===== src/hw/rtl/md5_pkg.sv =====
// MD5 package: types, constants, round tables and step functions.
// No dependencies; used by every module of the MD5 block.
`default_nettype none
package md5_pkg;

  localparam logic [31:0] IvA = 32'h67452301;
  localparam logic [31:0] IvB = 32'hefcdab89;
  localparam logic [31:0] IvC = 32'h98badcfe;
  localparam logic [31:0] IvD = 32'h10325476;
  localparam logic [7:0]  PadByte = 8'h80;
  localparam int          QDepth = 2;

  // Item passed from the loader to the compression engine.
  typedef struct packed {
    logic [511:0] block;
    logic         final_blk;
  } md5_job_t;

  function automatic logic [31:0] md5_k(input logic [5:0] i);
    logic [31:0] k;
    case (i)
      6'd0: k = 32'hd76aa478;  6'd1: k = 32'he8c7b756;
      6'd2: k = 32'h242070db;  6'd3: k = 32'hc1bdceee;
      6'd4: k = 32'hf57c0faf;  6'd5: k = 32'h4787c62a;
      6'd6: k = 32'ha8304613;  6'd7: k = 32'hfd469501;
      6'd8: k = 32'h698098d8;  6'd9: k = 32'h8b44f7af;
      6'd10: k = 32'hffff5bb1; 6'd11: k = 32'h895cd7be;
      6'd12: k = 32'h6b901122; 6'd13: k = 32'hfd987193;
      6'd14: k = 32'ha679438e; 6'd15: k = 32'h49b40821;
      6'd16: k = 32'hf61e2562; 6'd17: k = 32'hc040b340;
      6'd18: k = 32'h265e5a51; 6'd19: k = 32'he9b6c7aa;
      6'd20: k = 32'hd62f105d; 6'd21: k = 32'h02441453;
      6'd22: k = 32'hd8a1e681; 6'd23: k = 32'he7d3fbc8;
      6'd24: k = 32'h21e1cde6; 6'd25: k = 32'hc33707d6;
      6'd26: k = 32'hf4d50d87; 6'd27: k = 32'h455a14ed;
      6'd28: k = 32'ha9e3e905; 6'd29: k = 32'hfcefa3f8;
      6'd30: k = 32'h676f02d9; 6'd31: k = 32'h8d2a4c8a;
      6'd32: k = 32'hfffa3942; 6'd33: k = 32'h8771f681;
      6'd34: k = 32'h6d9d6122; 6'd35: k = 32'hfde5380c;
      6'd36: k = 32'ha4beea44; 6'd37: k = 32'h4bdecfa9;
      6'd38: k = 32'hf6bb4b60; 6'd39: k = 32'hbebfbc70;
      6'd40: k = 32'h289b7ec6; 6'd41: k = 32'heaa127fa;
      6'd42: k = 32'hd4ef3085; 6'd43: k = 32'h04881d05;
      6'd44: k = 32'hd9d4d039; 6'd45: k = 32'he6db99e5;
      6'd46: k = 32'h1fa27cf8; 6'd47: k = 32'hc4ac5665;
      6'd48: k = 32'hf4292244; 6'd49: k = 32'h432aff97;
      6'd50: k = 32'hab9423a7; 6'd51: k = 32'hfc93a039;
      6'd52: k = 32'h655b59c3; 6'd53: k = 32'h8f0ccc92;
      6'd54: k = 32'hffeff47d; 6'd55: k = 32'h85845dd1;
      6'd56: k = 32'h6fa87e4f; 6'd57: k = 32'hfe2ce6e0;
      6'd58: k = 32'ha3014314; 6'd59: k = 32'h4e0811a1;
      6'd60: k = 32'hf7537e82; 6'd61: k = 32'hbd3af235;
      6'd62: k = 32'h2ad7d2bb; default: k = 32'heb86d391;
    endcase
    return k;
  endfunction

  function automatic logic [4:0] md5_rot(input logic [5:0] i);
    logic [4:0] s;
    case ({i[5:4], i[1:0]})
      4'd0: s = 5'd7;   4'd1: s = 5'd12;  4'd2: s = 5'd17;  4'd3: s = 5'd22;
      4'd4: s = 5'd5;   4'd5: s = 5'd9;   4'd6: s = 5'd14;  4'd7: s = 5'd20;
      4'd8: s = 5'd4;   4'd9: s = 5'd11;  4'd10: s = 5'd16; 4'd11: s = 5'd23;
      4'd12: s = 5'd6;  4'd13: s = 5'd10; 4'd14: s = 5'd15; default: s = 5'd21;
    endcase
    return s;
  endfunction

  // Message word index for round i (all mod 16).
  function automatic logic [3:0] md5_g(input logic [5:0] i);
    logic [3:0] g;
    logic [3:0] r;
    r = i[3:0];
    case (i[5:4])
      2'd0: g = r;
      2'd1: g = 4'((r << 2) + r + 4'd1);
      2'd2: g = 4'((r << 1) + r + 4'd5);
      default: g = 4'((r << 3) - r);
    endcase
    return g;
  endfunction

endpackage
`default_nettype wire


===== src/hw/rtl/md5_queue.sv =====
// Two-entry job queue between loader and compression engine.
// Depends on md5_pkg.
`default_nettype none
module md5_queue import md5_pkg::*; (
  input  wire logic     clk,
  input  wire logic     rst,
  input  wire md5_job_t wr_job,
  input  wire logic     wr_valid,
  output logic          wr_ready,
  output md5_job_t      rd_job,
  output logic          rd_valid,
  input  wire logic     rd_ready
);
  md5_job_t   mem [QDepth];
  logic       wp, rp;
  logic [1:0] count;
  logic       wr_en, rd_en;

  assign wr_ready = count != 2'(QDepth);
  assign rd_valid = count != 2'd0;
  assign wr_en = wr_valid && wr_ready;
  assign rd_en = rd_valid && rd_ready;
  assign rd_job = mem[rp];

  always_ff @(posedge clk) begin
    if (rst) begin
      wp <= 1'b0;
      rp <= 1'b0;
      count <= '0;
    end else begin
      if (wr_en) wp <= ~wp;
      if (rd_en) rp <= ~rp;
      count <= 2'(count + {1'b0, wr_en} - {1'b0, rd_en});
    end
  end

  always_ff @(posedge clk) begin
    if (wr_en) mem[wp] <= wr_job;
  end
endmodule
`default_nettype wire


===== config.mk =====
export PLATFORM = sky130hd
export DESIGN_NAME = md5_queue
export DESIGN_NICKNAME = d
export VERILOG_FILES = /design/src/hw/rtl/md5_pkg.sv /design/src/hw/rtl/md5_queue.sv
export SDC_FILE = /design/constraint.sdc
export NUM_CORES = 1
export LEC_CHECK = 0
export BUFFER_PORTS_ARGS = -buffer_cell sky130_fd_sc_hd__buf_4
export CORE_AREA = 2 2 405 407
export CTS_CLUSTER_SIZE = 16
export DETAILED_ROUTE_END_ITERATION = 10
export DIE_AREA = 0 0 407 409
export PLACE_DENSITY_LB_ADDON = 0.05
export SLEW_MARGIN = 20
export SYNTH_ARGS = -nofsm -noshare
export SYNTH_HDL_FRONTEND = slang
export SYNTH_SLANG_ARGS = --single-unit

===== constraint.sdc =====
create_clock -name clk -period 58.8 [get_ports clk]
set_input_delay 2.94 -clock clk [delete_from_list [all_inputs] [get_ports clk]]
set_output_delay 2.94 -clock clk [all_outputs]
set_load 0.005 [all_outputs]

After elaboration in Yosys (flattened, before gate mapping)
Memory sizes are Yosys's and may differ from the RTL's. A register that Yosys moved wholly into a read port is not among the register bits.
Cells that the tools add are included.

word-level totals
  bits in registers = 4
  bits of input ports = 517
  logic and storage cells = 16
  bits in writable memories = 1,026
  output and inout port bits = 515
  memories kept = 1

operators by class
  add/sub/neg operators = 2
  eq/ne operators = 1
  bitwise gates (word level) = 2
  reductions and logical operators = 3
  muxes and demuxes = 4

memories
  name  depth  bits a word  read ports  clocked after Yosys merged registers in  write ports  RTL line         source
  mem   2      513          1           1                                        1            md5_queue.sv:14  md5_job_t mem [QDepth];

operators with widths
  kind                                         number
  1-bit 2-to-1 mux                             4
  2-bit by 1-bit adder with 2-bit output       1
  1-bit logical AND                            2
  2-bit != test, second input constant         1
  1-bit NOT                                    2
  2-bit nonzero test                           1
  2-bit by 1-bit subtractor with 2-bit output  1

Longest topological paths before layout
  depth after elaboration = 4
  depth in mapped cells = 8
  depth with buffers taken out = 8

Worst setup path after synthesis
No wires, ideal clock.

  path kind = input-to-reg
  start = input port wr_valid
  end = memory mem[0][0] (netlist name), enable pin
  library setup time = 1.400 ns
  data arrival time = 24.241 ns
  data required time = 57.400 ns
  stages on the path = 2
  path buffers = 0
  slack = 33.159 ns
  cell sequence = nand2_1 > nor2_1

on the way
  longest elaborated chain between the ends = 3

RTL lines
  element                                 RTL line         source
  start, declared                         md5_queue.sv:8   input wire logic wr_valid,
  1-bit logical AND                       md5_queue.sv:21  assign wr_en = wr_valid && wr_ready;
  1-bit 2-to-1 mux                        md5_queue.sv:38  if (wr_en) mem[wp] <= wr_job;
  1-bit 2-to-1 mux (not written as such)  md5_queue.sv:38
  end, declared                           md5_queue.sv:14

Every way passes these cells.

==> results by group <==
Clock tree
  • H-tree depth: 3
  • Post-CTS setup buffer count: 0
  • Clk root buf: clkbuf_16
  • TritonCTS Buffers: 120
  • Max Root-Sink Buffers: 3
  • Clock sink count: 1031
  • Worst skew pair latency: 730 ps
  • Post-cts resize count: 0
  • Cts hold-fix bufs: 0
  • CTS tree: built
  • CTS clk-pin slew, worst paths: ~50 ps

Hold path
  • Number of instances on the worst hold path: 2
  • Worst Hold Class: reg -> reg

Timing
  • Worst slew pin tran: 1070 ps
  • Clk_skew: 38.6 ps
  • Slew margin rel.: 0.285
  • # setup viols final: 0
  • RSZ-0062 raised after global routing: no
  • Part of the cycle the worst path needs: 0.123
  • Fin. max-slew vios: 0
  • Minimum clock period: 7210 ps
  • Final Hold Viols: 0
  • Setup TNS: 0 ps
  • Max frequency: 139 MHz
  • Final WS setup: 51590 ps

Synthesis
  • Cell with the most instances after synthesis: edfxtp_1
  • Post-synthesis cell type count: 16
  • EDFF count, synth: 1026
  • Post-synth ARST share: 0
  • Post-synth net total: 2139
  • Syn. warnings: 0
  • Ys flop type: edfxtp_1
  • #FFs+latches synth: roughly 1000
  • Gate count of the mapped netlist: 1620
  • Synth top cells by count: edfxtp_1, mux2_2, buf_6
  • Synthesized area per cell: 23.1 um2
  • Yosys top cell area share: 0.823
  • Leading area contributor after synthesis: edfxtp_1
  • Sequential area share after synthesis: 0.826
  • Syn Std Cell Area: 37400 um2
  • Top cells by area, synth: edfxtp_1, mux2_2, buf_6

Final layout
  • Area Growth Syn to Fin: 36.7%
  • Nets@finish: 3257
  • Layout cells sized above 1: 0.605
  • Filler Cells Inserted: 15900
  • Post-layout util: 0.316

Die
  • Rows: 148
  • Die Area: 166000 um2
  • Die width: between 400 and 500 um
  • Starting Density: 0.231
  • Die height: approximately 410 um
  • Core Box Area: 162000 um2
  • Boundary pin count: 1032

Setup path
  • Crit path capture type: primary output
  • Worst Setup Start Kind: flip-flop
  • Req. time, crit path: 55860 ps
  • Crit Path Class: reg -> out
  • CP max FO: 70
  • Worst path arrival time: 4270 ps
  • Reg2reg path depth: 6

Placed design
  • Placer's final routability congestion estimate: between 0.7 and 0.8
  • Place WS: 50690 ps
  • DP Wirelength: roughly 87000 um
  • Port bufs: just over 1000

Route
  • Drt total wl: 121000 um
  • DRT iter0 DRCs: 952
  • Routed Antenna Nets: 0
  • Remaining DRCs: 0
  • Vias per cell: 3.92
  • Initial DRT Pass Iterations: 4
  • Via count: 19700
  • WL per Instance: ~24 um

Global routing
  • Number of global-route vias before repair: 21400
  • Gr ovfl total: 0
  • Total track usage: 0.139
  • First-pass GRT wire length: 163000 um
  • Initial antenna violation count: 40
  • Pin count of the biggest net entering global routing: approximately 170

Job
  • MaxCap Viol Count: 0

Power
  • VDD IR max: 0.0239 mV
  • Lkg Pwr: 18.4 nW
  • Pwr Density: 42.2 nW/um2
  • Tot Pwr: 2.16 mW

Status
  • Status: finished, final reports clean
[placed cells by master, fill, tap and decap left out]
master / n
or2_2: 1
inv_6: 3
nor2_1: 4
nor2b_1: 2
clkinv_16: 3
and3_4: 1
buf_16: 3
dfxtp_4: 1
buf_4: 1045
o21a_1: 1
buf_12: 3
xnor2_1: 2
nand2_1: 1
inv_1: 1
mux2_2: 514
buf_6: 2
xor2_1: 1
diode_2: 17
edfxtp_1: 1026
dfxtp_1: 4
ha_1: 2
nor2_4: 1
clkinv_8: 1
clkbuf_16: 120
clkinv_1: 32
bufinv_16: 3
nand2b_1: 1
clkbuf_1: 43
clkinv_2: 15
[logic make-up after synthesis]
| kind of cell | share of synthesized area |
|---|---|
| XOR/XNOR | 0.000702 |
| AND/OR/NAND/NOR | 0.00144 |
| flip-flops | 0.826 |
| buffers and inverters | 0.0166 |
| AO/OA/AOI/OAI | 0.000201 |
| adder cells (fa/ha/maj) | 0.000668 |
| multiplexers | 0.155 |
[area by class of cell]
type / instances / area, um2 / area share
Sequential cell: 1031 / 30900 / 0.604
Antenna cell: 17 / 42.5 / 0.000831
Tap cell: 2175 / 2720 / 0.0532
Timing Repair Buffer: 1053 / 8010 / 0.156
Inverter: 1 / 3.75 / 0.0000733
Multi-Input combinational cell: 531 / 5910 / 0.116
Clock inverter: 57 / 418 / 0.00816
Clock buffer: 163 / 3160 / 0.0618
[power by group]
group,internal (mW),switching [mW]
logic,0.266,0.263
clock network,0.388,0.296
registers,0.924,0.0231
[routing by layer]
metal | part of all wire | global-route usage | routed length [um] | vias up
met5 | 0.0021 | 0 | 253 | -
met2 | 0.51 | 0.245 | 62400 | 729
li1 | - | - | - | 8766
met3 | 0.11 | 0.0708 | 13100 | 213
met1 | 0.34 | 0.139 | 41500 | 9934
met4 | 0.032 | 0.0536 | 3880 | 44
[flip-flops by register name (all words and copies together) (netlist names), named ones only]
signal  cells
wp          1
count       2
mem      1026
rp          1
[metrics by stage]
| step | hold WS, ps | cells | instance area [um2] |
|---|---|---|---|
| after floorplan | 481 | 1620 | 37400 |
| after global placement | 501 | 4788 | 47500 |
| after detailed placement | 514 | 4788 | 47500 |
| after CTS | 529 | 5008 | 51100 |
| after global routing | 558 | 5024 | 51200 |
| final | 522 | 5028 | 51200 |
[critical path: stages (launching register included)]
cell and delay, ps:
dfxtp_4 850, buf_4 890, buf_12 300, buf_4 780, mux2_2 430, buf_4 150
[worst paths after layout]
kind / from / endpoint / slack (ps)
worst max-delay path: flip-flop / rd_job[441] / 51590
worst min-delay path: rp$_SDFFE_PP0P_ / rp$_SDFFE_PP0P_ / 520
worst max register to register: count[0]$_SDFF_PP0_ / mem[1][341]$_DFFE_PP_ / 53310
worst min register to register: rp$_SDFFE_PP0P_ / rp$_SDFFE_PP0P_ / 520
Note: power is estimated with default switching activity, not from simulation.
